## config.mk

```make
export PLATFORM = sky130hd
export DESIGN_NAME = life_automaton_column_step
export DESIGN_NICKNAME = d
export VERILOG_FILES = /design/src/design/lacs_pkg.sv /design/src/design/lacs_front.sv /design/src/design/lacs_queue.sv /design/src/design/lacs_back.sv /design/src/design/life_automaton_column_step.sv
export VERILOG_INCLUDE_DIRS = /design/src /design/src/design
export SDC_FILE = /design/constraint.sdc
export NUM_CORES = 2
export LEC_CHECK = 0
export BUFFER_PORTS_ARGS = -buffer_cell sky130_fd_sc_hd__buf_2
export CORE_MARGIN = 8
export CORE_UTILIZATION = 41
export DETAILED_ROUTE_END_ITERATION = 8
export MAX_ROUTING_LAYER = met4
export PLACE_DENSITY = 0.66
export SYNTH_ARGS = -nofsm -noshare
export SYNTH_HDL_FRONTEND = slang
export SYNTH_HIERARCHICAL = 1
export SYNTH_SLANG_ARGS = --single-unit
```

## constraint.sdc

```tcl
create_clock -name clk_i -period 11.85 [get_ports clk_i]
set_clock_uncertainty 0.2 [all_clocks]
set_input_delay 1.185 -clock clk_i [delete_from_list [all_inputs] [get_ports clk_i]]
set_output_delay 1.185 -clock clk_i [all_outputs]
set_load 0.03 [all_outputs]
```

## src/design/life_automaton_column_step_assert.svh

```systemverilog
// Assertion macros for the life automaton column step back end
`ifndef LIFE_AUTOMATON_COLUMN_STEP_ASSERT_SVH
`define LIFE_AUTOMATON_COLUMN_STEP_ASSERT_SVH

// Same-cycle implication, checked on clk_i, off during reset
`define LACS_ASSERT_NOW(lbl, ante, cons, msg) \
  lbl: assert property (@(posedge clk_i) disable iff (!rst_ni) (ante) |-> (cons)) \
    else $error(msg);

// Next-cycle implication, checked on clk_i, off during reset
`define LACS_ASSERT_NEXT(lbl, ante, cons, msg) \
  lbl: assert property (@(posedge clk_i) disable iff (!rst_ni) (ante) |=> (cons)) \
    else $error(msg);

`endif

```

## src/design/lacs_pkg.sv

```systemverilog
// Types, constants and cell rule functions for the life automaton column step
package lacs_pkg;

  localparam int MaxHeight = 64;
  localparam int ColWidth  = 64;

  typedef logic [ColWidth-1:0] col_t;

  typedef struct packed {
    col_t column_cells;
    logic last_column;
  } in_item_t;

  typedef struct packed {
    col_t next_cells;
    logic grid_done;
  } out_item_t;

  // What the back end does with a queued column
  typedef enum logic [1:0] {
    OP_HOLD,    // first column of a grid: store only
    OP_SINGLE,  // first and last column: one result
    OP_STEP,    // interior column: emit the middle column
    OP_LAST     // last column: emit middle and last column
  } op_e;

  typedef struct packed {
    op_e  op;
    col_t cells;
  } queue_entry_t;

  // Mask of rows below the (saturated) height
  function automatic col_t row_mask(logic [6:0] height);
    logic [6:0] h_sat;
    col_t       m;
    h_sat = (height > 7'(MaxHeight)) ? 7'(MaxHeight) : height;
    for (int k = 0; k < ColWidth; k++) begin
      m[k] = (7'(k) < h_sat);
    end
    return m;
  endfunction

  // One generation of B3/S23 for the middle column; the cell itself is not counted
  function automatic col_t next_gen(col_t lf, col_t md, col_t rt);
    logic [ColWidth+1:0] lf_x;
    logic [ColWidth+1:0] md_x;
    logic [ColWidth+1:0] rt_x;
    logic [3:0]          n;
    col_t                res;
    lf_x = {1'b0, lf, 1'b0};
    md_x = {1'b0, md, 1'b0};
    rt_x = {1'b0, rt, 1'b0};
    for (int k = 0; k < ColWidth; k++) begin
      n = {3'b000, lf_x[k]} + {3'b000, lf_x[k+1]} + {3'b000, lf_x[k+2]}
        + {3'b000, rt_x[k]} + {3'b000, rt_x[k+1]} + {3'b000, rt_x[k+2]}
        + {3'b000, md_x[k]} + {3'b000, md_x[k+2]};
      res[k] = (n == 4'd3) || ((n == 4'd2) && md[k]);
    end
    return res;
  endfunction

endpackage

```

## src/design/lacs_front.sv

```systemverilog
// Front end: accepts columns and tags each with its place in the grid
module lacs_front (
  input  logic                   clk_i,
  input  logic                   rst_ni,
  input  logic                   in_valid_i,
  output logic                   in_ready_o,
  input  lacs_pkg::in_item_t     in_item_i,
  input  logic                   q_full_i,
  output logic                   q_push_o,
  output lacs_pkg::queue_entry_t q_entry_o
);
  import lacs_pkg::*;

  logic have_middle_q, have_middle_d;

  assign in_ready_o = !q_full_i;
  assign q_push_o   = in_valid_i && in_ready_o;

  always_comb begin
    q_entry_o.cells = in_item_i.column_cells;
    if (!have_middle_q) begin
      q_entry_o.op = in_item_i.last_column ? OP_SINGLE : OP_HOLD;
    end else begin
      q_entry_o.op = in_item_i.last_column ? OP_LAST : OP_STEP;
    end
  end

  // a last column closes the grid
  assign have_middle_d = q_push_o ? !in_item_i.last_column : have_middle_q;

  always_ff @(posedge clk_i or negedge rst_ni) begin
    if (!rst_ni) begin
      have_middle_q <= 1'b0;
    end else begin
      have_middle_q <= have_middle_d;
    end
  end

endmodule

```

## src/design/lacs_queue.sv

```systemverilog
// Two-entry queue between the front and back ends
module lacs_queue (
  input  logic                   clk_i,
  input  logic                   rst_ni,
  input  logic                   push_i,
  input  lacs_pkg::queue_entry_t entry_i,
  output logic                   full_o,
  input  logic                   pop_i,
  output logic                   valid_o,
  output lacs_pkg::queue_entry_t entry_o
);
  import lacs_pkg::*;

  queue_entry_t slot_q [2];
  logic         wr_ptr_q, wr_ptr_d;
  logic         rd_ptr_q, rd_ptr_d;
  logic [1:0]   count_q, count_d;

  assign full_o  = (count_q == 2'd2);
  assign valid_o = (count_q != 2'd0);
  assign entry_o = slot_q[rd_ptr_q];

  always_comb begin
    wr_ptr_d = push_i ? !wr_ptr_q : wr_ptr_q;
    rd_ptr_d = pop_i ? !rd_ptr_q : rd_ptr_q;
    count_d  = count_q + {1'b0, push_i} - {1'b0, pop_i};
  end

  always_ff @(posedge clk_i) begin
    if (push_i) begin
      slot_q[wr_ptr_q] <= entry_i;
    end
  end

  always_ff @(posedge clk_i or negedge rst_ni) begin
    if (!rst_ni) begin
      wr_ptr_q <= 1'b0;
      rd_ptr_q <= 1'b0;
      count_q  <= 2'd0;
    end else begin
      wr_ptr_q <= wr_ptr_d;
      rd_ptr_q <= rd_ptr_d;
      count_q  <= count_d;
    end
  end

endmodule

```

## src/design/lacs_back.sv

```systemverilog
// Back end: holds the column window, computes next generations, drives results
`include "life_automaton_column_step_assert.svh"

module lacs_back (
  input  logic                   clk_i,
  input  logic                   rst_ni,
  input  lacs_pkg::col_t         mask_i,
  input  logic                   q_valid_i,
  input  lacs_pkg::queue_entry_t q_entry_i,
  output logic                   q_pop_o,
  output logic                   out_valid_o,
  input  logic                   out_ready_i,
  output lacs_pkg::out_item_t    out_item_o
);
  import lacs_pkg::*;

  col_t      left_q, left_d;
  col_t      mid_q, mid_d;
  col_t      pend_q, pend_d;
  logic      pend_valid_q, pend_valid_d;
  out_item_t out_q, out_d;
  logic      out_valid_q, out_valid_d;

  logic      can_load;
  logic      is_hold;
  logic      is_single;
  col_t      cur_m, left_m, mid_m;
  col_t      gen_a, gen_b;

  assign can_load  = !out_valid_q || out_ready_i;
  assign is_hold   = (q_entry_i.op == OP_HOLD);
  assign is_single = (q_entry_i.op == OP_SINGLE);
  // a held column needs no output slot; it drains under stall if !pend_valid_q
  assign q_pop_o   = q_valid_i && !pend_valid_q && (is_hold || can_load);

  assign cur_m  = q_entry_i.cells & mask_i;
  assign left_m = left_q & mask_i;
  assign mid_m  = mid_q & mask_i;

  assign gen_a = next_gen(is_single ? '0 : left_m, is_single ? cur_m : mid_m,
                          is_single ? '0 : cur_m) & mask_i;
  assign gen_b = next_gen(mid_m, cur_m, '0) & mask_i;

  always_comb begin
    left_d       = left_q;
    mid_d        = mid_q;
    pend_d       = pend_q;
    pend_valid_d = pend_valid_q;
    out_d        = out_q;
    out_valid_d  = out_valid_q;

    if (can_load) begin
      out_valid_d = pend_valid_q || (q_pop_o && !is_hold);
    end

    if (can_load && pend_valid_q) begin
      out_d.next_cells = pend_q;
      out_d.grid_done  = 1'b1;
      pend_valid_d     = 1'b0;
    end

    if (q_pop_o) begin
      case (q_entry_i.op)
        OP_HOLD: begin
          left_d = '0;
          mid_d  = cur_m;
        end
        OP_SINGLE: begin
          out_d.next_cells = gen_a;
          out_d.grid_done  = 1'b1;
          left_d           = '0;
          mid_d            = '0;
        end
        OP_STEP: begin
          out_d.next_cells = gen_a;
          out_d.grid_done  = 1'b0;
          left_d           = mid_q;
          mid_d            = cur_m;
        end
        OP_LAST: begin
          out_d.next_cells = gen_a;
          out_d.grid_done  = 1'b0;
          pend_d           = gen_b;
          pend_valid_d     = 1'b1;
          left_d           = '0;
          mid_d            = '0;
        end
        default: begin
          left_d = left_q;
          mid_d  = mid_q;
        end
      endcase
    end
  end

  always_ff @(posedge clk_i) begin
    left_q <= left_d;
    mid_q  <= mid_d;
    pend_q <= pend_d;
    out_q  <= out_d;
  end

  always_ff @(posedge clk_i or negedge rst_ni) begin
    if (!rst_ni) begin
      pend_valid_q <= 1'b0;
      out_valid_q  <= 1'b0;
    end else begin
      pend_valid_q <= pend_valid_d;
      out_valid_q  <= out_valid_d;
    end
  end

  assign out_valid_o = out_valid_q;
  assign out_item_o  = out_q;

  `LACS_ASSERT_NOW(a_pend_behind_out, pend_valid_q, out_valid_q, "pending item without shown item")
  `LACS_ASSERT_NOW(a_pend_after_open, pend_valid_q, !out_q.grid_done, "grid closed before last item")
  `LACS_ASSERT_NEXT(a_last_sets_pend, q_pop_o && q_entry_i.op == OP_LAST, pend_valid_q, "last column lost")

endmodule

```

## src/design/life_automaton_column_step.sv

```systemverilog
// Life automaton column step: one B3/S23 generation, one grid column per item
//
// Input channel (in_valid_i/in_ready_o, in_item_i) takes grid columns left to
// right; bit k of column_cells is row k, last_column marks the grid's end.
// Output channel (out_valid_o/out_ready_i, out_item_o) gives next-generation
// columns; grid_done is set on the result for the last column.
// The first column of a grid yields no item unless it is also the last; each
// later column yields the result of the column before it; the last column
// yields two items. Column x's result is registered at the output as column
// x+1 leaves the queue. Throughput: one column per cycle while the receiver
// takes results, set by the back end's single output register, which a last
// column holds for a second result before the next is taken. A two-entry queue
// parts the front and back ends, so input keeps flowing while an item waits at
// the output; a stalled receiver fills the queue and then drops in_ready_o.
// cfg_we_i/cfg_data_i write column_height (reset 64); rows at or above it are
// dead. The user must write it only while the block is idle; the block does
// not enforce this. Reset empties the queue and output and starts a new grid.
module life_automaton_column_step (
  input  logic                clk_i,
  input  logic                rst_ni,
  input  logic                cfg_we_i,
  input  logic [6:0]          cfg_data_i,
  input  logic                in_valid_i,
  output logic                in_ready_o,
  input  lacs_pkg::in_item_t  in_item_i,
  output logic                out_valid_o,
  input  logic                out_ready_i,
  output lacs_pkg::out_item_t out_item_o
);
  import lacs_pkg::*;

  col_t         mask_q, mask_d;
  logic         q_push, q_full, q_pop, q_valid;
  queue_entry_t q_in, q_out;

  assign mask_d = cfg_we_i ? row_mask(cfg_data_i) : mask_q;

  always_ff @(posedge clk_i or negedge rst_ni) begin
    if (!rst_ni) begin
      mask_q <= row_mask(7'(MaxHeight));
    end else begin
      mask_q <= mask_d;
    end
  end

  lacs_front u_front (
    .clk_i      (clk_i),
    .rst_ni     (rst_ni),
    .in_valid_i (in_valid_i),
    .in_ready_o (in_ready_o),
    .in_item_i  (in_item_i),
    .q_full_i   (q_full),
    .q_push_o   (q_push),
    .q_entry_o  (q_in)
  );

  lacs_queue u_queue (
    .clk_i   (clk_i),
    .rst_ni  (rst_ni),
    .push_i  (q_push),
    .entry_i (q_in),
    .full_o  (q_full),
    .pop_i   (q_pop),
    .valid_o (q_valid),
    .entry_o (q_out)
  );

  lacs_back u_back (
    .clk_i       (clk_i),
    .rst_ni      (rst_ni),
    .mask_i      (mask_q),
    .q_valid_i   (q_valid),
    .q_entry_i   (q_out),
    .q_pop_o     (q_pop),
    .out_valid_o (out_valid_o),
    .out_ready_i (out_ready_i),
    .out_item_o  (out_item_o)
  );

endmodule

```

==> flow_summary.ini <==
[status]
outcome = finished clean

[place]
placed_cell_area_um2 = 35900
dp_hpwl_um = 59600
place_congestion = 0.828
numPortBuffers = 143

[global_route]
grt_pass1_vias = 23400
grt_max_degree = 92
antenna_found_initial = 7
grt_pass1_wl_um = 133000
grt_overflow = 0
grt_use_total_pct = 18.3

[cts]
clock_path_buffers = 3
cts_buffers = 56
cts-resized-gates = 0
cts_max_level = 2
clock_latency_ns = 0.62
cts_sinks = 460
cts_tree = built
hold_buffers = 0
post_cts_buffers = 0
root_buffer = clkbuf_16
path_clk_slew_ns = 0.06

[logic_synthesis]
synth-seq-cells = 460
dominantRegCellSynth = edfxtp_1
synth_cell_types = 62
syn_nets = 3637
yosysWarnings = 6
avgSynthCellArea_um2 = 11.8
synth.largest_area_cell = edfxtp_1
synthArstFlopShare_pct = 15.4
synth_area_um2 = 34600
yosysTopAreaCellShare_pct = 28.1
syn_inst = 2927
synth_top_cells_by_area = edfxtp_1 28%, fa_1 22%, ha_1 9.2%
synth_edf_count = 324
yosysSeqAreaShare_pct = 37.2

[sta]
hold_violations = 0
fin_crit_sh_pct = 52.9
finalSetupTns_ns = 0
setup_viol = 0
maxSlewHeadroom_pct = 23.5
drv_slew = 0
tightest_slew_ns = 1.15
fmax_mhz = 159
min_period_ns = 6.27
rsz0062_at_grt = no

[setup_path]
cp-start-kind = flip-flop
endpoint_kind = flip-flop
r2r-end = u_back/out_item_o[62]
required_ns = 12.19
reg2reg_from = u_queue/rd_ptr_q
reg2reg_slack_ns = 5.58
critPathKind = reg2reg
cp.arrival_ns = 6.61
r2r_cells = 15
critPathMaxFanout = 91

[cells_and_area]
fillCellCount = 7653
postLayoutCellArea_um2 = 38000
drive_gt1_share_pct = 15.3
syn_to_final_growth_pct = 9.70
final_nets = 3685

[worst_hold_path]
min_to = u_back/out_item_o[0]
hold_class = reg2reg
whs_path_depth = 1
min-delay-start = u_back/out_item_o[0]

[routing]
wirelength_um = 83300
drc = 0
firstDrtPassIters = 5
vias = 22000
wire_per_inst_um = 20.0
drtIter0Drc = 1232
vias_per_cell = 5.29
antenna_left = 0

[floorplanning]
initial_core_util_pct = 41.4
die_area_um2 = 94000
placementRows = 106
die_width_um = 307
coreArea_um2 = 83700
io_pins = 144
die_h_um = 307

[flow_run]
drv_cap = 0
[per-stage QoR]
| step | utilization [%] | setup slack, ns | cells | hold slack (ns) |
|---|---|---|---|---|
| CTS | 45.4 | 5.53 | 4157 | 0.306 |
| detailed placement | 42.9 | 5.55 | 4051 | 0.293 |
| floorplan | - | 3.68 | 2927 | 0.255 |
| global placement | 42.9 | 5.61 | 4051 | 0.288 |
| global route | 45.4 | 5.21 | 4162 | 0.318 |
| finish | 45.4 | 5.58 | 4163 | 0.305 |
[synth_stat cells, types with 36 or more instances]
master / n
fa_1: 378
a211o_1: 87
mux2_2: 53
nor3_1: 67
buf_4: 71
and2_1: 131
nand2_1: 167
mux2i_1: 65
o22ai_1: 39
a21o_1: 43
buf_2: 42
nor2_1: 289
a21oi_1: 55
o22ai_2: 36
edfxtp_1: 324
dfxtp_1: 65
clkbuf_1: 44
ha_1: 255
and3_1: 79
dfstp_2: 64
a211oi_1: 48
o211ai_1: 50
inv_1: 283
[per-layer routing]
layer,vias to the layer above,wire [µm],track usage (%)
li1,10300,-,-
met1,11100,36500,23.6
met2,479,40800,30.4
met3,124,3800,2.34
met4,0,2180,5.16
met5,-,0,-
[state kept, by name, summed over array words and instances, names as in the netlist]
name / cells
u_front/have_middle_q: 1
u_back/out_item_o: 65
u_back/pend_q: 64
u_back/pend_valid_q: 1
u_back/left_q: 64
u_back/out_valid_o: 1
u_back/mid_q: 64
u_queue/count_q: 2
u_queue/rd_ptr_q: 1
u_queue/slot_q: 132
u_queue/wr_ptr_q: 1
mask_q: 64
[area by class of cell]
cell class	count	area, µm²	share of cell area (%)
Clock buffer	80	1740	4.58
Antenna cell	6	15.0	0.0395
Tap cell	1134	1420	3.74
Inverter	283	1060	2.80
Sequential cell	460	12900	33.9
Multi-Input combinational cell	2014	19700	51.9
Timing Repair Buffer	160	846	2.23
Clock inverter	26	302	0.794
[placed cells by master (no fill, tap or decap), drive strengths merged, types with 43 or more instances in the layout]
| cell type | n |
|---|---|
| fa | 378 |
| edfxtp | 324 |
| nor2 | 291 |
| inv | 287 |
| ha | 255 |
| nand2 | 169 |
| buf | 160 |
| and2 | 131 |
| a211o | 87 |
| mux2 | 83 |
| clkbuf | 80 |
| and3 | 79 |
| o22ai | 75 |
| nor3 | 68 |
| mux2i | 65 |
| dfxtp | 65 |
| dfstp | 64 |
| a21oi | 55 |
| o211ai | 50 |
| a211oi | 48 |
| a21o | 43 |
[worst max-delay path by stage]
stage / to / startpoint / slack (ns)
finish: u_back/out_item_o[62] / u_queue/rd_ptr_q / 5.58
global route: u_back/out_item_o[62] / u_queue/rd_ptr_q / 5.21
CTS: u_back/out_item_o[62] / u_queue/rd_ptr_q / 5.53
detailed placement: u_back/out_item_o[62] / u_queue/rd_ptr_q / 5.55
global placement: u_back/out_item_o[62] / u_queue/rd_ptr_q / 5.61
floorplan: u_queue/count_q[1] / out_ready_i / 3.68
[worst max-delay path: stages (launching register included)]
cell      delay [ns]
dfrtp_4         0.59
mux2_2          0.37
buf_4           0.28
nand2b_4        0.77
buf_4           0.79
o21ai_0         0.37
fa_1            0.53
fa_1            0.53
inv_1           0.05
fa_1            0.48
inv_1           0.04
ha_1            0.20
fa_1            0.49
o211ai_1        0.08
a211o_1         0.27
o22ai_1         0.15
[cells by family (layout without fill, tap and decap cells)]
| kind of cell | after synthesis | after routing | synth area share [%] |
|---|---|---|---|
| other | 0 | 6 | 0 |
| DFF | 460 | 460 | 37.2 |
| and+or+nand+nor | 799 | 799 | 10.9 |
| muxes | 148 | 148 | 4.90 |
| xor gates and xnor gates | 3 | 3 | 0.119 |
| AOI/OAI and AO/OA | 431 | 431 | 9.70 |
| adders and majority gates | 633 | 633 | 31.1 |
| buffers and inverters | 453 | 549 | 6.05 |
Power is not shown: default switching activity piles up to over one toggle a cycle in this logic, so the estimate is an artifact.
